## src/fixed_block_free_list_allocator_top_macros.svh

```systemverilog
// Assertion macros shared by the allocator modules.
// Each macro expects the signals clk and arst_n to be in scope.
`ifndef FIXED_BLOCK_FREE_LIST_ALLOCATOR_TOP_MACROS_SVH
`define FIXED_BLOCK_FREE_LIST_ALLOCATOR_TOP_MACROS_SVH

`ifndef ASSERT_OFF
`define FBFL_ASSERT(lbl, prop, msg) \
	lbl: assert property (@(posedge clk) disable iff (!arst_n) prop) else $error(msg);
`define FBFL_ASSERT_NEVER(lbl, cond, msg) \
	lbl: assert property (@(posedge clk) disable iff (!arst_n) !(cond)) else $error(msg);
`else
`define FBFL_ASSERT(lbl, prop, msg)
`define FBFL_ASSERT_NEVER(lbl, cond, msg)
`endif

`endif

```

## src/fbfl_pkg.sv

```systemverilog
package fbfl_pkg;

	// Default pool size limit; block indices are eight bits wide.
	localparam int MAX_BLOCKS_DEF = 256;
	localparam int IDX_LIMIT      = 256;

	// Field widths of the channels.
	localparam int KIND_W     = 2;
	localparam int IDX_W      = 8;
	localparam int OFF_W      = 25;
	localparam int STAT_W     = 2;
	localparam int FREE_W     = 9;
	localparam int BCNT_W     = 9;
	localparam int BSIZE_W    = 17;
	localparam int CFG_ADDR_W = 1;
	localparam int CFG_DATA_W = 17;

	// Configuration reset values.
	localparam logic [BCNT_W-1:0]  BCNT_RST  = 9'd256;
	localparam logic [BSIZE_W-1:0] BSIZE_RST = 17'd64;

	// Link header bytes in front of each payload.
	localparam int LINK_BYTES = 4;

	typedef enum logic [KIND_W-1:0] {
		KIND_ALLOC = 2'd0,
		KIND_FREE  = 2'd1,
		KIND_INIT  = 2'd2,
		KIND_NOP   = 2'd3
	} kind_t;

	typedef enum logic [STAT_W-1:0] {
		ST_OK     = 2'd0,
		ST_EMPTY  = 2'd1,
		ST_REJECT = 2'd2
	} status_t;

	typedef enum logic [CFG_ADDR_W-1:0] {
		REG_BLOCK_COUNT = 1'd0,
		REG_BLOCK_SIZE  = 1'd1
	} reg_index_t;

	// Commands from the controller to the datapath.
	typedef struct packed {
		logic capture;
		logic finish;
		logic walk_start;
		logic walk_step;
		logic init_fin;
	} cmd_t;

	// Status from the datapath to the controller.
	typedef struct packed {
		logic is_init;
		logic walk_last;
	} stat_t;

endpackage

```

## src/fbfl_if.sv

```systemverilog
// Request channel: one allocator operation.
interface fbfl_req_if;
	logic                         valid;
	logic                         ready;
	logic [fbfl_pkg::KIND_W-1:0] kind;
	logic [fbfl_pkg::IDX_W-1:0]  block_index;

	modport source (output valid, output kind, output block_index, input ready);
	modport sink (input valid, input kind, input block_index, output ready);
endinterface

// Response channel: one result per request.
interface fbfl_rsp_if;
	logic                         valid;
	logic                         ready;
	logic [fbfl_pkg::IDX_W-1:0]  granted_index;
	logic [fbfl_pkg::OFF_W-1:0]  granted_offset;
	logic [fbfl_pkg::STAT_W-1:0] status;
	logic [fbfl_pkg::FREE_W-1:0] free_left;

	modport source (output valid, output granted_index, output granted_offset,
		output status, output free_left, input ready);
	modport sink (input valid, input granted_index, input granted_offset,
		input status, input free_left, output ready);
endinterface

// Configuration write channel.
interface fbfl_cfg_if;
	logic                             valid;
	logic                             ready;
	logic [fbfl_pkg::CFG_ADDR_W-1:0] index;
	logic [fbfl_pkg::CFG_DATA_W-1:0] data;

	modport source (output valid, output index, output data, input ready);
	modport sink (input valid, input index, input data, output ready);
endinterface

```

## src/fbfl_dp.sv

```systemverilog
`include "fixed_block_free_list_allocator_top_macros.svh"

module fbfl_dp #(
	parameter int MAX_BLOCKS = fbfl_pkg::MAX_BLOCKS_DEF
) (
	input  logic                             clk,
	input  logic                             arst_n,
	input  fbfl_pkg::cmd_t                   cmd,
	output fbfl_pkg::stat_t                  stat,
	input  logic [fbfl_pkg::KIND_W-1:0]      in_kind,
	input  logic [fbfl_pkg::IDX_W-1:0]       in_index,
	input  logic                             cfg_we,
	input  logic [fbfl_pkg::CFG_ADDR_W-1:0]  cfg_index,
	input  logic [fbfl_pkg::CFG_DATA_W-1:0]  cfg_data,
	output logic [fbfl_pkg::IDX_W-1:0]       granted_index,
	output logic [fbfl_pkg::OFF_W-1:0]       granted_offset,
	output logic [fbfl_pkg::STAT_W-1:0]      status,
	output logic [fbfl_pkg::FREE_W-1:0]      free_left
);

	localparam int DEPTH  = (MAX_BLOCKS < fbfl_pkg::IDX_LIMIT) ? MAX_BLOCKS
		: fbfl_pkg::IDX_LIMIT;
	localparam int LINK_W = $clog2(DEPTH);
	localparam int CNT_W  = $clog2(DEPTH + 1);
	localparam int PROD_W = LINK_W + fbfl_pkg::BSIZE_W + 1;

	// Architectural state and configuration.
	logic [LINK_W-1:0]            head_q;
	logic [CNT_W-1:0]             count_q;
	logic [fbfl_pkg::BCNT_W-1:0]  bcount_q;
	logic [fbfl_pkg::BSIZE_W-1:0] bsize_q;

	// Latched request and work registers.
	fbfl_pkg::kind_t             kind_q;
	logic [fbfl_pkg::IDX_W-1:0]  idx_q;
	logic [fbfl_pkg::OFF_W-1:0]  offset_s1;
	logic [LINK_W-1:0]           walk_q;
	logic [LINK_W-1:0]           link_rd_q;

	// Result registers.
	logic [LINK_W-1:0]           gidx_q;
	logic [fbfl_pkg::OFF_W-1:0]  goff_q;
	fbfl_pkg::status_t           stat_q;
	logic [CNT_W-1:0]            free_q;

	// Link memory.
	logic [LINK_W-1:0] link_mem [DEPTH];

	logic [CNT_W-1:0]            n_eff;
	logic                        walk_last;
	logic [fbfl_pkg::BSIZE_W:0]  stride;
	logic [PROD_W-1:0]           prod;
	logic                        mem_re;
	logic                        mem_we;
	logic [LINK_W-1:0]           mem_waddr;
	logic [LINK_W-1:0]           mem_wdata;
	logic [LINK_W-1:0]           head_nxt;
	logic [CNT_W-1:0]            count_nxt;
	logic [LINK_W-1:0]           res_idx;
	logic [fbfl_pkg::OFF_W-1:0]  res_off;
	fbfl_pkg::status_t           res_st;
	logic                        load_out;

	// Effective block count, limited to one up to the pool depth.
	always_comb begin
		if (bcount_q == '0) begin
			n_eff = CNT_W'(1);
		end else if (bcount_q > fbfl_pkg::BCNT_W'(DEPTH)) begin
			n_eff = CNT_W'(DEPTH);
		end else begin
			n_eff = CNT_W'(bcount_q);
		end
	end

	assign walk_last      = (walk_q == LINK_W'(n_eff - CNT_W'(1)));
	assign stat.walk_last = walk_last;
	assign stat.is_init   = (kind_q == fbfl_pkg::KIND_INIT);

	// Offset of the current head: index * (size + link bytes) + link bytes.
	assign stride = {1'b0, bsize_q} + (fbfl_pkg::BSIZE_W + 1)'(fbfl_pkg::LINK_BYTES);
	assign prod   = PROD_W'(head_q) * PROD_W'(stride);

	assign mem_re   = cmd.capture && (fbfl_pkg::kind_t'(in_kind) == fbfl_pkg::KIND_ALLOC);
	assign load_out = cmd.finish || cmd.init_fin;

	// Next list state, memory write and result of the finishing step.
	always_comb begin
		head_nxt  = head_q;
		count_nxt = count_q;
		res_idx   = '0;
		res_off   = '0;
		res_st    = fbfl_pkg::ST_OK;
		mem_we    = 1'b0;
		mem_waddr = walk_q;
		mem_wdata = walk_last ? '0 : LINK_W'(walk_q + LINK_W'(1));
		if (cmd.walk_step) begin
			mem_we = 1'b1;
		end
		if (cmd.init_fin) begin
			head_nxt  = '0;
			count_nxt = n_eff;
		end
		if (cmd.finish) begin
			unique case (kind_q)
				fbfl_pkg::KIND_ALLOC: begin
					if (count_q == '0) begin
						res_st = fbfl_pkg::ST_EMPTY;
					end else begin
						res_idx   = head_q;
						res_off   = offset_s1;
						head_nxt  = link_rd_q;
						count_nxt = count_q - CNT_W'(1);
					end
				end
				fbfl_pkg::KIND_FREE: begin
					if ((count_q >= n_eff) ||
						(fbfl_pkg::BCNT_W'(idx_q) >= fbfl_pkg::BCNT_W'(n_eff))) begin
						res_st = fbfl_pkg::ST_REJECT;
					end else begin
						mem_we    = 1'b1;
						mem_waddr = idx_q[LINK_W-1:0];
						mem_wdata = head_q;
						head_nxt  = idx_q[LINK_W-1:0];
						count_nxt = count_q + CNT_W'(1);
					end
				end
				fbfl_pkg::KIND_INIT: begin
					res_st = fbfl_pkg::ST_OK;
				end
				fbfl_pkg::KIND_NOP: begin
					res_st = fbfl_pkg::ST_OK;
				end
			endcase
		end
	end

	// List state and configuration registers.
	always_ff @(posedge clk or negedge arst_n) begin
		if (!arst_n) begin
			head_q   <= '0;
			count_q  <= '0;
			bcount_q <= fbfl_pkg::BCNT_RST;
			bsize_q  <= fbfl_pkg::BSIZE_RST;
		end else begin
			head_q  <= head_nxt;
			count_q <= count_nxt;
			if (cfg_we) begin
				unique case (fbfl_pkg::reg_index_t'(cfg_index))
					fbfl_pkg::REG_BLOCK_COUNT: bcount_q <= fbfl_pkg::BCNT_W'(cfg_data);
					fbfl_pkg::REG_BLOCK_SIZE:  bsize_q  <= fbfl_pkg::BSIZE_W'(cfg_data);
				endcase
			end
		end
	end

	// Request latch, offset stage, walk counter and result registers.
	always_ff @(posedge clk) begin
		if (cmd.capture) begin
			kind_q    <= fbfl_pkg::kind_t'(in_kind);
			idx_q     <= in_index;
			offset_s1 <= fbfl_pkg::OFF_W'(prod) + fbfl_pkg::OFF_W'(fbfl_pkg::LINK_BYTES);
		end
		if (cmd.walk_start) begin
			walk_q <= '0;
		end else if (cmd.walk_step) begin
			walk_q <= LINK_W'(walk_q + LINK_W'(1));
		end
		if (load_out) begin
			gidx_q <= res_idx;
			goff_q <= res_off;
			stat_q <= res_st;
			free_q <= count_nxt;
		end
	end

	// Link memory: one write and one registered read port.
	always_ff @(posedge clk) begin
		if (mem_we) begin
			link_mem[mem_waddr] <= mem_wdata;
		end
		if (mem_re) begin
			link_rd_q <= link_mem[head_q];
		end
	end

	assign granted_index  = fbfl_pkg::IDX_W'(gidx_q);
	assign granted_offset = goff_q;
	assign status         = stat_q;
	assign free_left      = fbfl_pkg::FREE_W'(free_q);

	`FBFL_ASSERT_NEVER(a_count_range, count_q > CNT_W'(DEPTH), "free count above pool depth")
	`FBFL_ASSERT(a_init_result,
		cmd.init_fin |=> (head_q == '0) && (count_q == $past(n_eff)),
		"init did not rebuild the list")
	`FBFL_ASSERT(a_pop_count,
		(cmd.finish && (kind_q == fbfl_pkg::KIND_ALLOC) && (count_q != '0))
		|=> (count_q == $past(count_q) - CNT_W'(1)),
		"alloc did not take one block")

endmodule

```

## src/fbfl_ctrl.sv

```systemverilog
`include "fixed_block_free_list_allocator_top_macros.svh"

module fbfl_ctrl (
	input  logic            clk,
	input  logic            arst_n,
	input  logic            in_valid,
	output logic            in_ready,
	output logic            out_valid,
	input  logic            out_ready,
	input  fbfl_pkg::stat_t stat,
	output fbfl_pkg::cmd_t  cmd
);

	typedef enum logic [1:0] {
		S_IDLE,
		S_EXEC,
		S_WALK,
		S_INIT_FIN
	} state_t;

	state_t state_q;
	logic   out_valid_q;
	logic   slot_free;

	// The result register can take a new result when empty or being drained.
	assign slot_free = !out_valid_q || out_ready;
	assign in_ready  = (state_q == S_IDLE);
	assign out_valid = out_valid_q;

	// Commands to the datapath for the current state.
	always_comb begin
		cmd = '0;
		unique case (state_q)
			S_IDLE: begin
				cmd.capture = in_valid;
			end
			S_EXEC: begin
				if (stat.is_init) begin
					cmd.walk_start = 1'b1;
				end else if (slot_free) begin
					cmd.finish = 1'b1;
				end
			end
			S_WALK: begin
				cmd.walk_step = 1'b1;
			end
			S_INIT_FIN: begin
				cmd.init_fin = slot_free;
			end
		endcase
	end

	// State register and result valid flag.
	always_ff @(posedge clk or negedge arst_n) begin
		if (!arst_n) begin
			state_q     <= S_IDLE;
			out_valid_q <= 1'b0;
		end else begin
			if (cmd.finish || cmd.init_fin) begin
				out_valid_q <= 1'b1;
			end else if (out_ready) begin
				out_valid_q <= 1'b0;
			end
			unique case (state_q)
				S_IDLE: begin
					if (in_valid) begin
						state_q <= S_EXEC;
					end
				end
				S_EXEC: begin
					if (stat.is_init) begin
						state_q <= S_WALK;
					end else if (slot_free) begin
						state_q <= S_IDLE;
					end
				end
				S_WALK: begin
					if (stat.walk_last) begin
						state_q <= S_INIT_FIN;
					end
				end
				S_INIT_FIN: begin
					if (slot_free) begin
						state_q <= S_IDLE;
					end
				end
			endcase
		end
	end

	`FBFL_ASSERT(a_accept_leaves_idle, (in_valid && in_ready) |=> (state_q == S_EXEC), "accepted request not taken up")
	`FBFL_ASSERT(a_load_into_free_slot, (cmd.finish || cmd.init_fin) |-> slot_free, "result overwrote a waiting result")
	`FBFL_ASSERT(a_walk_continues, ((state_q == S_WALK) && !stat.walk_last) |=> (state_q == S_WALK), "init walk ended early")

endmodule

```

## src/fixed_block_free_list_allocator_top.sv

```systemverilog
// Fixed-size block pool allocator with a singly linked free list held in an
// on-chip link memory. A request of kind alloc pops the head block and
// returns its index and byte offset, kind free pushes a block back, kind
// init relinks blocks 0 to count-1 in order, and the fourth kind does
// nothing. Every request gives exactly one response. Alloc, free and the
// idle kind finish from the exec state once the output register is free;
// alloc takes the head's successor from the registered read of the link
// memory. Init writes one link per cycle through the single write port.
// One request is in work at a time; a finished response waits in the
// output register while the next request is accepted. No clearing pass
// is needed after reset: the free count resets to zero, so the pool holds
// no blocks until an init or a free. Configuration writes are always taken
// and must only be made while no request is outstanding.
module fixed_block_free_list_allocator_top #(
	parameter int MAX_BLOCKS = fbfl_pkg::MAX_BLOCKS_DEF
) (
	input logic       clk,
	input logic       arst_n,
	fbfl_req_if.sink   req,
	fbfl_rsp_if.source rsp,
	fbfl_cfg_if.sink   cfg
);

	fbfl_pkg::cmd_t  cmd;
	fbfl_pkg::stat_t stat;

	// Configuration registers accept a write in every cycle.
	assign cfg.ready = 1'b1;

	fbfl_ctrl u_ctrl (
		.clk       (clk),
		.arst_n    (arst_n),
		.in_valid  (req.valid),
		.in_ready  (req.ready),
		.out_valid (rsp.valid),
		.out_ready (rsp.ready),
		.stat      (stat),
		.cmd       (cmd)
	);

	fbfl_dp #(
		.MAX_BLOCKS (MAX_BLOCKS)
	) u_dp (
		.clk            (clk),
		.arst_n         (arst_n),
		.cmd            (cmd),
		.stat           (stat),
		.in_kind        (req.kind),
		.in_index       (req.block_index),
		.cfg_we         (cfg.valid),
		.cfg_index      (cfg.index),
		.cfg_data       (cfg.data),
		.granted_index  (rsp.granted_index),
		.granted_offset (rsp.granted_offset),
		.status         (rsp.status),
		.free_left      (rsp.free_left)
	);

endmodule
```

## src/flat_wrapper.sv

```systemverilog
// flat-port wrapper written by rule: the top's interface ports become plain ports
module fixed_block_free_list_allocator_top_flat 
#(
	parameter int MAX_BLOCKS = fbfl_pkg::MAX_BLOCKS_DEF
)
  (clk, arst_n, req_valid, req_kind, req_block_index, req_ready, rsp_valid, rsp_granted_index, rsp_granted_offset, rsp_status, rsp_free_left, rsp_ready, cfg_valid, cfg_index, cfg_data, cfg_ready);
  fbfl_req_if req_i ();
  fbfl_rsp_if rsp_i ();
  fbfl_cfg_if cfg_i ();
  input logic clk;
  input logic arst_n;
  input wire logic [$bits(req_i.valid)-1:0] req_valid;
  input wire logic [$bits(req_i.kind)-1:0] req_kind;
  input wire logic [$bits(req_i.block_index)-1:0] req_block_index;
  output wire logic [$bits(req_i.ready)-1:0] req_ready;
  output wire logic [$bits(rsp_i.valid)-1:0] rsp_valid;
  output wire logic [$bits(rsp_i.granted_index)-1:0] rsp_granted_index;
  output wire logic [$bits(rsp_i.granted_offset)-1:0] rsp_granted_offset;
  output wire logic [$bits(rsp_i.status)-1:0] rsp_status;
  output wire logic [$bits(rsp_i.free_left)-1:0] rsp_free_left;
  input wire logic [$bits(rsp_i.ready)-1:0] rsp_ready;
  input wire logic [$bits(cfg_i.valid)-1:0] cfg_valid;
  input wire logic [$bits(cfg_i.index)-1:0] cfg_index;
  input wire logic [$bits(cfg_i.data)-1:0] cfg_data;
  output wire logic [$bits(cfg_i.ready)-1:0] cfg_ready;
  assign req_i.valid = req_valid;
  assign req_i.kind = req_kind;
  assign req_i.block_index = req_block_index;
  assign req_ready = req_i.ready;
  assign rsp_valid = rsp_i.valid;
  assign rsp_granted_index = rsp_i.granted_index;
  assign rsp_granted_offset = rsp_i.granted_offset;
  assign rsp_status = rsp_i.status;
  assign rsp_free_left = rsp_i.free_left;
  assign rsp_i.ready = rsp_ready;
  assign cfg_i.valid = cfg_valid;
  assign cfg_i.index = cfg_index;
  assign cfg_i.data = cfg_data;
  assign cfg_ready = cfg_i.ready;
  fixed_block_free_list_allocator_top #(.MAX_BLOCKS(MAX_BLOCKS)) u_core (.clk(clk), .arst_n(arst_n), .req(req_i), .rsp(rsp_i), .cfg(cfg_i));
endmodule
```

## config.mk

```make
export PLATFORM = sky130hd
export DESIGN_NAME = fixed_block_free_list_allocator_top_flat
export DESIGN_NICKNAME = d
export VERILOG_FILES = /design/src/fbfl_pkg.sv /design/src/fbfl_if.sv /design/src/fbfl_dp.sv /design/src/fbfl_ctrl.sv /design/src/fixed_block_free_list_allocator_top.sv /design/src/flat_wrapper.sv
export VERILOG_INCLUDE_DIRS = /design/src /design/src/src
export SDC_FILE = /design/constraint.sdc
export NUM_CORES = 2
export LEC_CHECK = 0
export BUFFER_PORTS_ARGS = -buffer_cell sky130_fd_sc_hd__buf_2
export CAP_MARGIN = 40
export CORE_UTILIZATION = 54
export DETAILED_ROUTE_END_ITERATION = 8
export PLACE_DENSITY = 0.73
export SLEW_MARGIN = 0
export SYNTH_ARGS = -nofsm -noshare
export SYNTH_HDL_FRONTEND = slang
export SYNTH_SLANG_ARGS = --single-unit
```

## constraint.sdc

```tcl
create_clock -name clk -period 18.83 [get_ports clk]
set_input_delay 3.766 -clock clk [delete_from_list [all_inputs] [get_ports clk]]
set_output_delay 3.766 -clock clk [all_outputs]
set_load 0.05 [all_outputs]
```

# Word-level counts from Yosys, hierarchy flattened
# Memories as Yosys holds them, arrays and structs flattened. A register that Yosys moved wholly into a read port is not among the register bits.
# Index checks and enable logic that the tools add are counted.
# totals
ff_bits	133
ram_bits	2048
in_bits	33
elab_cells	95
mem_count	1
# memory_table
memory	depth	width	read_ports	rd_ports_with_merged_regs	write_ports	line_no	source
u_core.u_dp.link_mem	256	8	1	1	1	fbfl_dp.sv:47	logic [LINK_W-1:0] link_mem [DEPTH];
# op_classes
n_addsub	6
mul	1
magnitude_cmp	3
n_eq_ne	9
n_mux	42
bitwise_logic	3
n_reduce_logical	16
# op_table
op	count
$mux 8	11
$mux 9	6
$add 25x3->25 const B	1
$mul 8x18->25	1
$add 17x3->18 const B	1
$logic_not 9->1	2
$pmux 9 s2	1
$pmux 8 s2	1
$mux 1	15
$mux 2	6
$add 9x1->9 const B	1
$ge 8x9->1	1
$ge 9x9->1	1
$gt 9x9->1 const B	1
$sub 9x1->9 const B	1
$add 8x1->8 const B	1
$eq 2x2->1 const B	4
$eq 8x8->1	1
$pmux 2 s4	1
$sub 8x1->8 const B	1
$logic_not 2->1	3
$pmux 2 s3	1
$reduce_and 2->1	3
$eq 2x1->1 const B	2
8 further kinds	13

# Depth between registers and ports, before layout
# logic_depth
word_depth	10
ltp_mapped	22
mapped_depth_nobuf	22

# By module
# Synthesis repeated with hierarchy kept, for this count alone.
# hier_totals
cells_unflattened	4451
area_unflattened_um2	90594.4
# by_module_without_submodules
module	n_inst	cells_each	area_each_um2
fbfl_dp	1	4430	90410.5
fbfl_ctrl	1	19	172.7
fixed_block_free_list_allocator_top	1	2	11.3

# Worst setup path before layout
# Ideal clock, no wire load.
# synth_timing
path_kind	input -> register
start	input rsp_ready
end	memory u_core.u_dp.link_mem[0][6] (netlist name) (data pin)
setup_ns	2.233
arrival_ns	15.282
t_required_ns	16.597
setup_slack_ns	1.315
stages	9
path_cell_list	nand2b_1 -> nand2_2 -> nor3_1 -> buf_2 -> nand3_4 -> nor2_4 -> buf_6 -> clkbuf_1 -> o31ai_1
# synth_via
elab_chain_cells	5
# synth_rtl
element	line_no	source
from (decl)	flat_wrapper.sv:21	input wire logic [$bits(rsp_i.ready)-1:0] rsp_ready;
$logic_or 1x1->1	fbfl_ctrl.sv:26	assign slot_free = !out_valid_q || out_ready;
$mux 1	fbfl_ctrl.sv:40	end else if (slot_free) begin
$mux 1	fbfl_ctrl.sv:38	if (stat.is_init) begin
$mux 2	fbfl_ctrl.sv:33	unique case (state_q)
$mux 8	fbfl_dp.sv:103	if (cmd.finish) begin
named net u_core.u_dp.mem_wdata[6]	fbfl_dp.sv:56	logic [LINK_W-1:0] mem_wdata;
to (decl)	fbfl_dp.sv:47	
# The timed path passes the listed nets, and every way through them passes these cells.

# Worst setup path after layout
# layout_timing
start	input rsp_ready
end	memory u_core.u_dp.link_mem[119][7] (netlist name) (data pin)
# Same word-level chain as after synthesis.

==> results_dict.tcl <==
set metrics [dict create \
    dr_wl_met3_um 20100 \
    ir_worst_vdd_uv 119 \
    slowest_delay_ns 0.63 \
    start_kind "input port" \
    worstPathMaxFanout 73 \
    fin_skew_ns 0.0282 \
    antenna_found_initial 3 \
    vias_per_cell 6.54 \
    cts_resized 0 \
    hold_viol 0 \
    synthFlopType "edfxtp_1" \
    ys_ff_latch 2189 \
    cts_hold_buf 0 \
    area_growth_pct 12.9 \
    multiInputGateArea_um2 23600 \
    synth_simple_gate_area_frac 0.0450 \
    dpl-instance-area_um2 95300 \
    fmax_mhz 135 \
    ys_types 74 \
    path_cells "buf_2 -> nand2b_1 -> nand2_2 -> nor3_2 -> nand3_4 -> nor2_4 -> buf_16 -> nand2_1 -> o31ai_4 -> buf_4 -> buf_4 -> buf_16 -> buf_4 -> buf_16" \
    core_um2 166000 \
    setup_viol 0 \
    synth_fa_ha_area_frac 0.0302 \
    dp_slack_ns 10.64 \
    layout_setup_ws_ns 11.42 \
    slew_viol_final 0 \
    worst_slew_pin_slew_ns 0.999 \
    clk_pin_slew_ns 0.06 \
    clock-root-buffer "clkbuf_16" \
    drive_gt1_frac 0.266 \
    yosys-top-cells-count "edfxtp_1 (2135), mux4_2 (512), clkbuf_1 (180), nor3_1 (174), a22oi_1 (164)" \
    top_layer_used "met5" \
    synthMuxAreaShare 0.131 \
    routed_wirelength_um 213000 \
    final_nets 5156 \
    synth_fp_nets 4846 \
    wl_per_cell_um 29.1 \
    endpoint_kind "flip-flop" \
    maxCapViolations 0 \
    drc_errors 0 \
    synth-xor-area-share 0.00610 \
    crit_arrival_ns 8.04 \
    vias 47900 \
    cts_setup_buffers 0 \
    syn_inst 4652 \
    cts.sink_count 2189 \
    slew_headroom 0.334 \
    antenna_cells 0 \
    syn_area_per_cell_um2 19.4 \
    synth_top_cells_by_area "edfxtp_1 (71%), mux4_2 (13%), fa_1 (2.1%)" \
    track_usage 0.254 \
    leakage_nw 35.2 \
    drtIter0Drc 6165 \
    synth_top_family_by_area "multiplexers" \
    synth_top_area_share 0.709 \
    synth_area_um2 90400 \
    outcome "completed" \
    grt_pass1_vias 47700 \
    cp_slowest_cell "buf_4" \
    grt_overflow 0 \
    fin_crit_ns 7.41 \
    die_h_um 411 \
    port_buffers 78 \
    wl_met1_um 84800 \
    seqCellArea_um2 65400 \
    cts_tree "yes" \
    drtAntennaViolNets 0 \
    required_ns 19.46 \
    synth_warnings 0 \
    clk_path_buf_depth 3 \
    postSynth.asyncResetShare 0.0210 \
    die_x_um 411 \
    yosysMostFrequentCell "edfxtp_1" \
    synth_edf_count 2135 \
    dr_wl_met2_um 101000 \
    synth_top_area_cell "edfxtp_1" \
    num_rows 149 \
    cts_max_level 4 \
    place_congestion 0.882 \
    synth_compound_area_frac 0.0436 \
    stdcell_area_um2 102000 \
    yosysSeqAreaShare 0.724 \
    cts_buffers 204 \
    dieArea_um2 169000 \
    crit_type "in2reg" \
    grt_max_degree 196 \
    hp-class "reg2reg" \
    first_pass_iters 6 \
    start_util 0.546 \
    min_period_over_period 0.394 \
    rsz0062_at_grt "no" \
    grt_pass1_wl_um 317000 \
    hpwlAfterDp_um 129000 \
    pin_count 80 \
    tns_ns 0 \
    p_per_area_nw_per_um2 139 \
    clock_latency_ns 0.85 \
    nFillCells 11100 \
]
## metrics by stage
step / std cells / hold WS (ns) / util / power [W]
finish: 7324 / 0.548 / 0.617 / 0.0142
global route: 7324 / 0.566 / 0.617 / 0.0147
CTS: 7313 / 0.548 / 0.616 / 0.0142
detailed placement: 6934 / 0.529 / 0.575 / 0.0101
global placement: 6760 / 0.524 / 0.567 / 0.00996
floorplan: 4652 / 0.508 / - / 0.00886
## cells by family after synthesis
group	Yosys count
other	1
DFF	2189
muxes	542
buffers and inverters	440
AOI/OAI and AO/OA	526
adders and majority gates	161
xor gates and xnor gates	63
and+or+nand+nor	730
## sequential cells by signal (all words and copies together) (netlist names), 9 cells and up
register	cells
u_core.u_dp.offset_s1	25
u_core.u_dp.link_mem	2048
u_core.u_dp.free_left	9
u_core.u_dp.granted_offset	25
u_core.u_dp.count_q	9
u_core.u_dp.bsize_q	17
u_core.u_dp.bcount_q	9
## per-layer routing
metal	GRT usage	vias up
met4	0.0897	6
li1	-	19800
met3	0.0504	433
met5	0	-
met1	0.365	25000
met2	0.393	2727
## cell usage in the layout (no fill, tap or decap), drive strengths merged, types with 70 or more instances in the layout
master,synthesis,final
nor2b,100,100
inv,120,132
nor4,100,100
clkinv,0,93
fa,96,96
buf,140,419
nor2,83,83
clkbuf,180,241
nand2,112,112
nor3,174,174
a21oi,70,70
mux4,512,512
edfxtp,2135,2135
a22oi,164,164
## power by group
group          leakage (nW)  switching (W)  internal (W)
registers              22.0       0.000118       0.00584
logic                  9.96        0.00267       0.00137
clock network          3.29        0.00181       0.00235
## critical path: cells and delay by family
kind / cells / cell delay [ns]
and+or+nand+nor: 6 / 1.56
buffers and inverters: 7 / 2.47
AOI/OAI and AO/OA: 1 / 0.09
## area by class of cell
class                           count  area share
Multi-Input combinational cell   2023       0.231
Inverter                          120     0.00441
Clock buffer                      237      0.0522
Timing Repair Buffer              424      0.0308
Clock inverter                    142      0.0139
Sequential cell                  2189       0.641
Tap cell                         2189      0.0268
## final timing paths
kind,from,to,slack (ns),depth (start not counted)
max,rsp_ready,u_core.u_dp.link_mem[119][7]$_DFFE_PP_,11.42,14
max in group asynchronous,arst_n,u_core.u_dp.head_q[0]$_DFF_PN0_,15.31,2
max reg2reg,u_core.u_dp.bsize_q[2]$_DFFE_PN0P_,u_core.u_dp.offset_s1[23]$_DFFE_PP_,12.18,19
min reg2reg,u_core.u_dp.offset_s1[22]$_DFFE_PP_,u_core.u_dp.granted_offset[22]$_SDFFCE_PP0P_,0.55,1
min,u_core.u_dp.offset_s1[22]$_DFFE_PP_,u_core.u_dp.granted_offset[22]$_SDFFCE_PP0P_,0.55,1
min in group asynchronous,arst_n,u_core.u_dp.bcount_q[2]$_DFFE_PN0P_,3.03,2
No activity file was read; power rests on OpenSTA's default activity.
